**src/rtl/core/sliding_linear_regression_assert.svh**
```systemverilog
// Assertion helpers for the RTL that checks itself.
`ifndef SLIDING_LINEAR_REGRESSION_ASSERT_SVH
`define SLIDING_LINEAR_REGRESSION_ASSERT_SVH

// Clocked property, held off during reset.
`define SLR_ASSERT(lbl, prop, msg) \
  lbl: assert property (@(posedge clk) disable iff (!rst_n) prop) else $error(msg);

// Implication onto the next cycle, held off during reset.
`define SLR_ASSERT_NEXT(lbl, ante, cons, msg) \
  lbl: assert property (@(posedge clk) disable iff (!rst_n) (ante) |=> (cons)) else $error(msg);

`endif

```
**src/rtl/core/slr_pkg.sv**
```systemverilog
`default_nettype none
package slr_pkg;

  localparam int MAX_WINDOW   = 64;
  localparam int SAMPLE_WIDTH = 32;
  localparam int FRAC_BITS    = 16;

  localparam int WLEN_W = 7;
  localparam logic [WLEN_W-1:0] WLEN_RESET = 7'd22;

  localparam int CW = $clog2(MAX_WINDOW + 1);
  localparam int IW = $clog2(MAX_WINDOW);

  localparam int OUT_W   = 32;
  localparam int R2_FRAC = 16;
  localparam int R2_W    = R2_FRAC + 1;
  localparam logic [R2_W-1:0] R2_ONE = {1'b1, {R2_FRAC{1'b0}}};

  localparam int SUMY_W  = SAMPLE_WIDTH + CW;
  localparam int SUMXY_W = SAMPLE_WIDTH + 2 * CW;
  localparam int SUMYY_W = 2 * SAMPLE_WIDTH + CW;
  localparam int SXYC_W  = SUMXY_W + CW + 1;
  localparam int SL_Q    = SXYC_W - 1;
  localparam int SYYC_W  = SUMYY_W + CW;
  localparam int T_W     = ((SAMPLE_WIDTH > OUT_W) ? SAMPLE_WIDTH : OUT_W) + 2 * CW + 2;
  localparam int ALU_W   = 2 * SXYC_W + R2_FRAC;
  localparam int NB_W    = $clog2(ALU_W + 1);

  localparam int SX_W = $clog2(MAX_WINDOW * (MAX_WINDOW - 1) / 2 + 1);
  localparam longint D_MAX = longint'(MAX_WINDOW) * MAX_WINDOW *
                             (longint'(MAX_WINDOW) * MAX_WINDOW - 1) / 12;
  localparam int D_W = $clog2(D_MAX + 1);

  typedef logic [SX_W-1:0] sx_tab_t [MAX_WINDOW+1];
  typedef logic [D_W-1:0]  d_tab_t  [MAX_WINDOW+1];

  // sum of positions 0..c-1
  function automatic sx_tab_t build_sx();
    sx_tab_t t;
    for (int i = 0; i <= MAX_WINDOW; i++) begin
      t[i] = SX_W'(i * (i - 1) / 2);
    end
    return t;
  endfunction

  // c*Sxx - Sx^2 = c^2 (c^2 - 1) / 12
  function automatic d_tab_t build_d();
    d_tab_t t;
    for (int i = 0; i <= MAX_WINDOW; i++) begin
      t[i] = D_W'(longint'(i) * i * (longint'(i) * i - 1) / 12);
    end
    return t;
  endfunction

  localparam sx_tab_t SX_TAB = build_sx();
  localparam d_tab_t  D_TAB  = build_d();

  typedef enum logic [0:0] {
    MD_MUL,
    MD_DIV
  } md_op_t;

  typedef struct packed {
    logic            start;
    md_op_t          op;
    logic [NB_W-1:0] nbits;
  } md_req_t;

  typedef struct packed {
    logic [CW-1:0] fill;
    logic [IW-1:0] wp;
  } win_stat_t;

  typedef enum logic [4:0] {
    S_IDLE,
    S_SETUP,
    S_ACC,
    S_SXYC,
    S_SXYC2,
    S_SLOPE,
    S_SLOPE_W,
    S_NUM,
    S_NUM_W,
    S_SY2,
    S_SY2_W,
    S_SYYC,
    S_DEN,
    S_DEN_W,
    S_R2,
    S_R2_W,
    S_RINIT,
    S_RES,
    S_RCHK,
    S_RDIV,
    S_RDIV_W,
    S_DONE
  } state_t;

endpackage
`default_nettype wire

```
**src/rtl/core/slr_window.sv**
```systemverilog
`default_nettype none
module slr_window
  import slr_pkg::*;
(
  input  wire logic                           clk,
  input  wire logic                           rst_n,
  input  wire logic                           wr_en,
  input  wire logic                           series_start,
  input  wire logic signed [SAMPLE_WIDTH-1:0] wr_data,
  input  wire logic        [IW-1:0]           rd_addr,
  output logic signed      [SAMPLE_WIDTH-1:0] rd_data,
  output win_stat_t                           stat
);

  logic signed [SAMPLE_WIDTH-1:0] store_r [MAX_WINDOW];
  logic [CW-1:0] fill_r;
  logic [IW-1:0] wp_r;
  logic [CW-1:0] fill_eff;
  logic [IW-1:0] wp_eff;

  always_comb begin
    fill_eff = series_start ? '0 : fill_r;
    wp_eff   = series_start ? '0 : wp_r;
  end

  always_ff @(posedge clk) begin
    if (!rst_n) begin
      fill_r <= '0;
      wp_r   <= '0;
    end else if (wr_en) begin
      wp_r   <= (wp_eff == IW'(MAX_WINDOW - 1)) ? '0 : wp_eff + 1'b1;
      fill_r <= (fill_eff < CW'(MAX_WINDOW)) ? fill_eff + 1'b1 : fill_eff;
    end
  end

  always_ff @(posedge clk) begin
    if (wr_en) begin
      store_r[wp_eff] <= wr_data;
    end
  end

  always_ff @(posedge clk) begin
    rd_data <= store_r[rd_addr];
  end

  assign stat.fill = fill_r;
  assign stat.wp   = wp_r;

endmodule
`default_nettype wire

```
**config.mk**
```make
export PLATFORM = sky130hd
export DESIGN_NAME = slr_window
export DESIGN_NICKNAME = d
export VERILOG_FILES = /design/src/rtl/core/sliding_linear_regression_assert.svh /design/src/rtl/core/slr_pkg.sv /design/src/rtl/core/slr_window.sv
export SDC_FILE = /design/constraint.sdc
export NUM_CORES = 2
export LEC_CHECK = 0
export BUFFER_PORTS_ARGS = -buffer_cell sky130_fd_sc_hd__buf_2
export CAP_MARGIN = 10
export CORE_ASPECT_RATIO = 1.5
export CORE_MARGIN = 2
export CORE_UTILIZATION = 53
export DETAILED_ROUTE_END_ITERATION = 10
export PLACE_DENSITY = 0.74
export SYNTH_ARGS = -nofsm -noshare
export SYNTH_HDL_FRONTEND = slang
export SYNTH_SLANG_ARGS = --single-unit
export TNS_END_PERCENT = 5
```
**constraint.sdc**
```tcl
create_clock -name clk -period 5.2 [get_ports clk]
set_input_delay 1.56 -clock clk [delete_from_list [all_inputs] [get_ports clk]]
set_output_delay 1.56 -clock clk [all_outputs]
set_load 0.02 [all_outputs]
```
==> out/summary.txt <==
Outcome: finished, final reports clean
Total power divided by cell area: 378 nW/um2
Total chip power: 0.0338 W
RSZ-0062 raised after global routing: false
CTS resizes: 0
Slew HR: 0.173
Post-synth top flop: edfxtp_1
Die W: 320 um
Clock Skews: 0.0242 ns
Share of cells above drive strength 1: 0.279
WS Path Type: input pin to flip-flop
Worst setup SP type: input pin
Syn Nets: 3652
Vias/cell: 6.67
Reg-to-Reg End: store_r[36][14]
# rows: 174
Die area: 153000 um2
CP endpoint: rd_data[3]
WL per Instance: 34.4 um
Final period utilization: 0.774
Ys Warns: 0
FF-to-FF Start: wp_r[2]
Hold Buf Count CTS: 0
Starting DRT DRC Count: 5374
Drt first pass iters: 5
Clock slew at the register clock pins of the worst setup and hold paths: 0.07 ns
Distinct cells, synth: 47
Minimum clock period after layout: 4.03 ns
Final WL: 205 mm
Sink Count: 2093
Worst slew pin tran: 1.24 ns
Worst Reg-to-Reg Cells: 4
Htree depth: 4
Global placement routability congestion: 0.830
Cts bufs inserted: 178
Buffers on Ports: 86
Maximum fanout along the worst path: 63
I/O pin count: 87
Fillers: 9979
Final HPWL DP: 117 mm
CTS tree: done
Crit path required time: 5.82 ns
Crit end category: flip-flop
Vias: 39708
Clock root buffer: clkbuf_16
Crit path DAT: 4.65 ns
Sequential share of the synthesized area: 0.784
Post-route ant nets: 0
Initial antenna violation count: 6
Final setup violation count: 0
Drt drc: 0
GR Overflow Total: 0
Final Hold Fails: 0
Core Area: 150000 um2
Max cap viols: 0
CP startpoint: rd_addr[2]
Vert. Die Dim: 479 um
Post-CTS Setup Bufs: 0
Yosys reg bits: 2093
Setup tns final: 0 ns
Static leakage power: 27.9 nW
Reg2reg setup slack: 2.30 ns
Area of the multi-input gates: 16400 um2
GRT Resource Usage Total: 0.269
First-pass GRT wire length: 290 mm
Post-layout util: 0.598
Tightest Hold Check Type: flip-flop to flip-flop
Number of synthesized flops with an enable pin: 2048
Achievable frequency: 248 MHz
Synthesized area: 79600 um2
Async SR Flop Fraction: 0
Syn Inst Count: 3610
FF/Latch Area: 62400 um2
Max Root-Sink Buffers: 3
Avg Inst Size Synth: 22.0 um2
Worst-Skew Late Latency: 0.82 ns
Initial Util: 0.532
Vias in the first global route: 40229
Fin. max-slew vios: 0
Pin count of the biggest net entering global routing: 93
Syn-to-layout area delta: 12.4%
Max VDD drop: 0.482 mV
Fin nets: 3905
metrics by stage:
stage / area (um2) / hold WS (ns) / worst slack [ns] / cells
6_report: 89400 / 0.548 / 1.17 / 5957
5_1_grt: 89400 / 0.585 / 1.25 / 5954
3_3_place_gp: 83400 / 0.501 / 0.210 / 5617
3_5_place_dp: 83500 / 0.541 / 0.411 / 5617
4_1_cts: 89300 / 0.552 / 1.27 / 5951
2_1_floorplan: 79600 / 0.576 / 0.185 / 3610
final cells by class:
class	count	area share
inverter	2	0.0000840
clock buffer	232	0.0546
tap	1936	0.0271
sequential	2093	0.698
multi-input combinational	1309	0.184
antenna	4	0.000112
clock inverter	102	0.0112
timing repair buffer	279	0.0252
registers in the layout, indices dropped and copies added (netlist names):
signal and count:
store_r 2048, rd_data 32, fill_r 7, wp_r 6
how the worst min path moves through the flow:
stage	slack, ns	end	startpoint	depth (start not counted)
after floorplan	0.58	fill_r[5]	fill_r[5]	2
after global placement	0.50	fill_r[5]	fill_r[5]	2
after detailed placement	0.54	fill_r[2]	fill_r[2]	2
after CTS	0.55	fill_r[2]	fill_r[2]	2
after global routing	0.58	fill_r[2]	fill_r[2]	2
final	0.55	fill_r[2]	fill_r[2]	2
routing by layer:
layer	vias up	share of wire	GRT usage
li1	15759	-	-
met1	20927	0.34	0.336
met2	2547	0.51	0.454
met3	467	0.093	0.0495
met4	8	0.058	0.137
met5	-	0.00030	0
worst max-delay path: stages:
cell and delay (ns):
buf_8 0.48, buf_4 0.57, mux4_2 0.38, mux2i_1 0.32, nor2_1 0.09, a211oi_1 0.96, nor4_1 0.26
cell usage in the layout, fill, tap and decap left out, drive strengths merged, types with 32 or more instances in the layout:
master,Yosys,layout
edfxtp,2048,2048
mux4,474,474
buf,139,279
clkbuf,67,232
nand2,111,111
nor2,100,100
nand3,77,77
mux2i,71,71
clkinv,0,70
o22ai,58,58
a22oi,55,55
o221ai,52,52
nand4,47,47
dfxtp,45,45
a21oi,35,35
a211oi,33,33
nor2b,32,32
cell families after synthesis:
logic type	Yosys count	share of synthesized area
AO/OA/AOI/OAI	293	0.0262
flip-flops	2093	0.784
buffers and inverters	208	0.0158
multiplexers	570	0.147
AND/OR/NAND/NOR	446	0.0271
where the power goes:
group | leakage (nW) | switching, W | internal, W
Combinational | 6.20 | 0.00110 | 0.000586
Sequential | 18.8 | 0.0000715 | 0.0186
Clock | 2.88 | 0.00595 | 0.00750
synthesized netlist by cell type (25+ instances only):
library cell	count	area, um2
edfxtp_1	2048	61500
dfxtp_1	45	901
nor2_1	99	372
a211oi_1	33	248
mux2_2	25	282
nand2_1	110	413
nand3_1	77	385
mux4_2	474	10700
o22ai_1	58	363
nor2b_1	32	200
a22oi_1	55	413
buf_2	61	305
nand2b_1	26	163
mux2i_1	71	711
nand4_1	47	294
o221ai_1	52	455
clkbuf_1	67	251
buf_4	29	218
a21oi_1	35	175
Note: power is estimated with default switching activity, not from simulation.
