$ cat src/rtl/core/sliding_linear_regression_assert.svh
// Assertion helpers for the RTL that checks itself.
`ifndef SLIDING_LINEAR_REGRESSION_ASSERT_SVH
`define SLIDING_LINEAR_REGRESSION_ASSERT_SVH

// Clocked property, held off during reset.
`define SLR_ASSERT(lbl, prop, msg) \
  lbl: assert property (@(posedge clk) disable iff (!rst_n) prop) else $error(msg);

// Implication onto the next cycle, held off during reset.
`define SLR_ASSERT_NEXT(lbl, ante, cons, msg) \
  lbl: assert property (@(posedge clk) disable iff (!rst_n) (ante) |=> (cons)) else $error(msg);

`endif

$ cat src/rtl/core/slr_pkg.sv
`default_nettype none
package slr_pkg;

  localparam int MAX_WINDOW   = 64;
  localparam int SAMPLE_WIDTH = 32;
  localparam int FRAC_BITS    = 16;

  localparam int WLEN_W = 7;
  localparam logic [WLEN_W-1:0] WLEN_RESET = 7'd22;

  localparam int CW = $clog2(MAX_WINDOW + 1);
  localparam int IW = $clog2(MAX_WINDOW);

  localparam int OUT_W   = 32;
  localparam int R2_FRAC = 16;
  localparam int R2_W    = R2_FRAC + 1;
  localparam logic [R2_W-1:0] R2_ONE = {1'b1, {R2_FRAC{1'b0}}};

  localparam int SUMY_W  = SAMPLE_WIDTH + CW;
  localparam int SUMXY_W = SAMPLE_WIDTH + 2 * CW;
  localparam int SUMYY_W = 2 * SAMPLE_WIDTH + CW;
  localparam int SXYC_W  = SUMXY_W + CW + 1;
  localparam int SL_Q    = SXYC_W - 1;
  localparam int SYYC_W  = SUMYY_W + CW;
  localparam int T_W     = ((SAMPLE_WIDTH > OUT_W) ? SAMPLE_WIDTH : OUT_W) + 2 * CW + 2;
  localparam int ALU_W   = 2 * SXYC_W + R2_FRAC;
  localparam int NB_W    = $clog2(ALU_W + 1);

  localparam int SX_W = $clog2(MAX_WINDOW * (MAX_WINDOW - 1) / 2 + 1);
  localparam longint D_MAX = longint'(MAX_WINDOW) * MAX_WINDOW *
                             (longint'(MAX_WINDOW) * MAX_WINDOW - 1) / 12;
  localparam int D_W = $clog2(D_MAX + 1);

  typedef logic [SX_W-1:0] sx_tab_t [MAX_WINDOW+1];
  typedef logic [D_W-1:0]  d_tab_t  [MAX_WINDOW+1];

  // sum of positions 0..c-1
  function automatic sx_tab_t build_sx();
    sx_tab_t t;
    for (int i = 0; i <= MAX_WINDOW; i++) begin
      t[i] = SX_W'(i * (i - 1) / 2);
    end
    return t;
  endfunction

  // c*Sxx - Sx^2 = c^2 (c^2 - 1) / 12
  function automatic d_tab_t build_d();
    d_tab_t t;
    for (int i = 0; i <= MAX_WINDOW; i++) begin
      t[i] = D_W'(longint'(i) * i * (longint'(i) * i - 1) / 12);
    end
    return t;
  endfunction

  localparam sx_tab_t SX_TAB = build_sx();
  localparam d_tab_t  D_TAB  = build_d();

  typedef enum logic [0:0] {
    MD_MUL,
    MD_DIV
  } md_op_t;

  typedef struct packed {
    logic            start;
    md_op_t          op;
    logic [NB_W-1:0] nbits;
  } md_req_t;

  typedef struct packed {
    logic [CW-1:0] fill;
    logic [IW-1:0] wp;
  } win_stat_t;

  typedef enum logic [4:0] {
    S_IDLE,
    S_SETUP,
    S_ACC,
    S_SXYC,
    S_SXYC2,
    S_SLOPE,
    S_SLOPE_W,
    S_NUM,
    S_NUM_W,
    S_SY2,
    S_SY2_W,
    S_SYYC,
    S_DEN,
    S_DEN_W,
    S_R2,
    S_R2_W,
    S_RINIT,
    S_RES,
    S_RCHK,
    S_RDIV,
    S_RDIV_W,
    S_DONE
  } state_t;

endpackage
`default_nettype wire

$ cat src/rtl/core/slr_muldiv.sv
`default_nettype none
module slr_muldiv
  import slr_pkg::*;
(
  input  wire logic             clk,
  input  wire logic             rst_n,
  input  wire md_req_t          req,
  input  wire logic [ALU_W-1:0] opa,
  input  wire logic [ALU_W-1:0] opb,
  output logic      [ALU_W-1:0] result,
  output logic                  busy
);

  // mul: acc += a when b[0]; a <<= 1; b >>= 1
  // div: a holds the pre-shifted divisor; b collects quotient bits
  logic [ALU_W-1:0] acc_r, a_r, b_r;
  logic [NB_W-1:0]  cnt_r;
  md_op_t           op_r;
  logic             busy_r;
  logic [ALU_W-1:0] addend;
  logic [ALU_W:0]   sum_c;
  logic             ge;

  always_comb begin
    addend = (op_r == MD_DIV) ? ~a_r : a_r;
    sum_c  = {1'b0, acc_r} + {1'b0, addend} + (ALU_W+1)'(op_r == MD_DIV);
    ge     = sum_c[ALU_W];
  end

  always_ff @(posedge clk) begin
    if (!rst_n) begin
      busy_r <= 1'b0;
    end else if (req.start) begin
      busy_r <= 1'b1;
    end else if (busy_r && cnt_r == NB_W'(1)) begin
      busy_r <= 1'b0;
    end
  end

  always_ff @(posedge clk) begin
    if (req.start) begin
      op_r  <= req.op;
      cnt_r <= req.nbits;
      unique case (req.op)
        MD_MUL: begin
          acc_r <= '0;
          a_r   <= opa;
          b_r   <= opb;
        end
        MD_DIV: begin
          acc_r <= opa;
          a_r   <= opb;
          b_r   <= '0;
        end
      endcase
    end else if (busy_r) begin
      cnt_r <= cnt_r - 1'b1;
      unique case (op_r)
        MD_MUL: begin
          if (b_r[0]) acc_r <= sum_c[ALU_W-1:0];
          a_r <= a_r << 1;
          b_r <= b_r >> 1;
        end
        MD_DIV: begin
          if (ge) acc_r <= sum_c[ALU_W-1:0];
          a_r <= a_r >> 1;
          b_r <= {b_r[ALU_W-2:0], ge};
        end
      endcase
    end
  end

  assign result = (op_r == MD_MUL) ? acc_r : b_r;
  assign busy   = busy_r;

endmodule
`default_nettype wire

$ cat config.mk
export PLATFORM = sky130hd
export DESIGN_NAME = slr_muldiv
export DESIGN_NICKNAME = d
export VERILOG_FILES = /design/src/rtl/core/sliding_linear_regression_assert.svh /design/src/rtl/core/slr_pkg.sv /design/src/rtl/core/slr_muldiv.sv
export SDC_FILE = /design/constraint.sdc
export NUM_CORES = 1
export LEC_CHECK = 0
export BUFFER_PORTS_ARGS = -buffer_cell sky130_fd_sc_hd__buf_2
export CORE_ASPECT_RATIO = 0.5
export CORE_MARGIN = 10
export CORE_UTILIZATION = 57
export DETAILED_ROUTE_END_ITERATION = 10
export PLACE_DENSITY = 0.77
export SLEW_MARGIN = 20
export SYNTH_ARGS = -nofsm -noshare
export SYNTH_HDL_FRONTEND = slang
export SYNTH_SLANG_ARGS = --single-unit
$ cat constraint.sdc
create_clock -name clk -period 12.2 [get_ports clk]
set_input_delay 0.61 -clock clk [delete_from_list [all_inputs] [get_ports clk]]
set_output_delay 0.61 -clock clk [all_outputs]
set_load 0.005 [all_outputs]
==> key figures <==
Outcome
  • Status: finished, final reports clean

Critical path
  • R2R Path Start: op_r
  • R2R setup slack: 5.14 ns
  • Setup crit start: op_r
  • Worst Path Max Fanout: 68
  • Data required, critical path: 12.39 ns
  • Crit Path Class: reg -> reg
  • Kind of capture point of the worst setup path: flip-flop
  • Critical path arrival: 7.26 ns
  • Startpoint types: flip-flop

Clock tree
  • CTS tree: done
  • CTS Sinks: 381
  • CTS root buffer: clkbuf_16
  • Cts repair resizes: 0
  • CTS Buf Count: 38
  • Clk_lat worst skew: 0.59 ns
  • Clk slew on worst S/H paths: 0.07 ns
  • CTS H-Tree Depth: 2
  • Setup Buffers After CTS: 0
  • Hold_buf cts: 0
  • Clock buffer depth: 3

Synthesis
  • Mapped Cells: 3295
  • Syn_nets: 3682
  • Ys flop type: edfxtp_1
  • Async SR Flop Fraction: 0%
  • Syn_area_per_cell: 9.216 um^2
  • #FFs+latches synth: 381
  • Number of flops mapped to enable cells by yosys: 380
  • Synth unique cells: 77
  • Seq/Total Area, Yosys: 37.64%
  • Synth Cell Area: 30370 um^2
  • Syn. warnings: 0

Pwr
  • Worst vdd ir: 0.0001002 V
  • Register share of total power: 28.5%
  • NetSw: 3.478 mW
  • Switching share of power: 45.46%
  • Clock power frac: 15.6%
  • Int Pwr: 4.173 mW
  • P_leak: 13.65 nW
  • Power Dens Cells: 226.8 nW/um^2
  • Logic gate share of total power: 55.9%

Placement
  • GP Congestion: 0.9511
  • Dpl hpwl: 72090 um
  • DP Area: 32560 um^2
  • Port Buf Inserts: 383
  • Placed cells: 4170

Finish
  • Area growth syn-to-layout: 11.08%
  • Final nets: 3896
  • Commonest cells after routing, fill and taps aside: nand2_1, buf_2, edfxtp_1, a21oi_1, o21ai_0
  • Inserted Diodes: 0
  • Fillers: 4476
  • Final Util: 64.45%
  • Share of cells above drive strength 1: 17.54%
  • Fin area: 33730 um^2
  • Final cell count without fillers: 4236
  • Commonest non-fill, non-tap cell in the layout: nand2_1

Timing
  • Fmax: 141.6 MHz
  • Final setup fails: 0
  • Final worst path period share: 57.88%
  • RSZ-0062 raised after global routing: false
  • Final worst path period need: 7.062 ns
  • Final TNS setup: 0 ns
  • Slew margin rel.: 24.80%
  • Final hold violations: 0
  • Slew @ Worst Pin: 1.128 ns
  • Clk_skew: 0.04338 ns
  • WHS: 0.2727 ns
  • Slew Limit Fails: 0

GRT
  • Antenna violations before repair: 2
  • Largest net degree at the start of global routing: 220
  • First-pass GRT wire length: 148500 um
  • Vias in the first global route: 26110
  • Overall Global Routing Usage: 28.50%
  • Congestion Overflow GR: 0

Hold path
  • Hold crit path type: in -> reg
  • HP Start: rst_n

Routing
  • Post-route ant nets: 0
  • DR iter-0 viols: 2363
  • TritonRoute pass-1 iters: 5
  • Post-Route WL: 94830 um
  • Wirelength per Cell: 22.39 um
  • Vias per inst: 6.236
  • Vias: 26410
  • Post-route DRC: 0

Floorplan
  • Initial core utilization: 58.02%
  • Core ar.: 52340 um^2
  • Die Ht: 183.2 um
  • Site row count: 59
  • Die area: 63460 um^2
  • I/O Pins: 384
  • Die width: 346.4 um

Flow run
  • Max cap viols: 0
metrics by stage:
step / power (mW) / setup WS (ns)
detailed placement: 6.385 / 5.351
global placement: 6.370 / 5.540
global route: 8.143 / 4.735
CTS: 7.592 / 5.325
floorplan: 5.087 / 1.767
finish: 7.650 / 5.138
Yosys cell counts, types with 13 or more instances:
cell type,number,area (um^2)
nand2_1,405,1520
edfxtp_1,380,11410
a21oi_1,331,1657
o21ai_0,278,1391
mux2i_1,249,2492
clkbuf_1,197,739.5
xor2_1,175,1533
nor2b_1,135,844.6
ha_1,127,1589
a211oi_1,126,945.9
mux2_2,123,1385
nor2_1,105,394.1
a21o_1,72,540.5
xnor2_1,68,595.6
o21ai_1,65,325.3
nand4_1,64,400.4
o21bai_1,52,390.4
inv_1,48,180.2
nor3_1,37,185.2
buf_1,27,101.4
nand3_1,27,135.1
buf_2,14,70.07
a31oi_1,13,81.33
cells by family after synthesis:
| logic type | count (synthesis) | synth area share, % |
|---|---|---|
| AO/OA/AOI/OAI | 1038 | 20.52 |
| AND/OR/NAND/NOR | 847 | 13.17 |
| flip-flops | 381 | 37.64 |
| multiplexers | 372 | 12.77 |
| buffers and inverters | 286 | 3.593 |
| XOR/XNOR | 243 | 7.009 |
| adder cells (fa/ha/maj) | 128 | 5.299 |
final timing paths:
kind / end / cells past startpoint
min reg2reg: busy / 2
max: acc_r[34] / 17
max reg2reg: acc_r[34] / 17
min: busy / 2
final cells by class:
type	instances	area (um^2)	area share, %
multi-input cells	2628	17880	53.02
flip-flops and latches	381	11430	33.89
repair buffers	412	2200	6.521
clock buffers	45	998.5	2.960
well taps	701	877.1	2.600
inverters	48	180.2	0.5342
clock inverters	21	161.4	0.4785
registers in the layout, indices dropped and copies added (netlist names):
| register | flops |
|---|---|
| b_r | 124 |
| busy | 1 |
| op_r | 1 |
| a_r | 124 |
| cnt_r | 7 |
| acc_r | 124 |
per-layer routing:
| layer | up-vias | global-route usage (%) | routed length [um] |
|---|---|---|---|
| met3 | 99 | 5.228 | 6050 |
| met2 | 852 | 47.57 | 44960 |
| met4 | 0 | 5.014 | 1289 |
| met5 | - | 0 | 0 |
| met1 | 12860 | 38.85 | 42530 |
| li1 | 12610 | - | - |
worst max-delay path: stages (launching register included):
cell	delay, ns
edfxtp_1	0.38
buf_4	0.73
buf_4	0.84
xor2_1	0.19
ha_1	0.44
nand3_1	0.19
o211ai_1	0.23
a21oi_1	0.14
nor2b_1	0.15
o21ai_1	0.09
o2111ai_1	0.26
a31oi_2	0.62
a31oi_2	0.27
o31ai_2	0.41
a31oi_1	0.23
a21oi_4	0.17
buf_4	0.46
buf_4	0.71
power by group through the flow:
stage	logic, mW	registers [mW]	clock network, mW
global route	4.68	2.21	1.25
detailed placement	4.18	2.21	0
finish	4.28	2.18	1.19
global placement	4.16	2.21	0
CTS	4.21	2.18	1.20
floorplan	3.00	2.08	0
(Power assumes the default switching activity.)
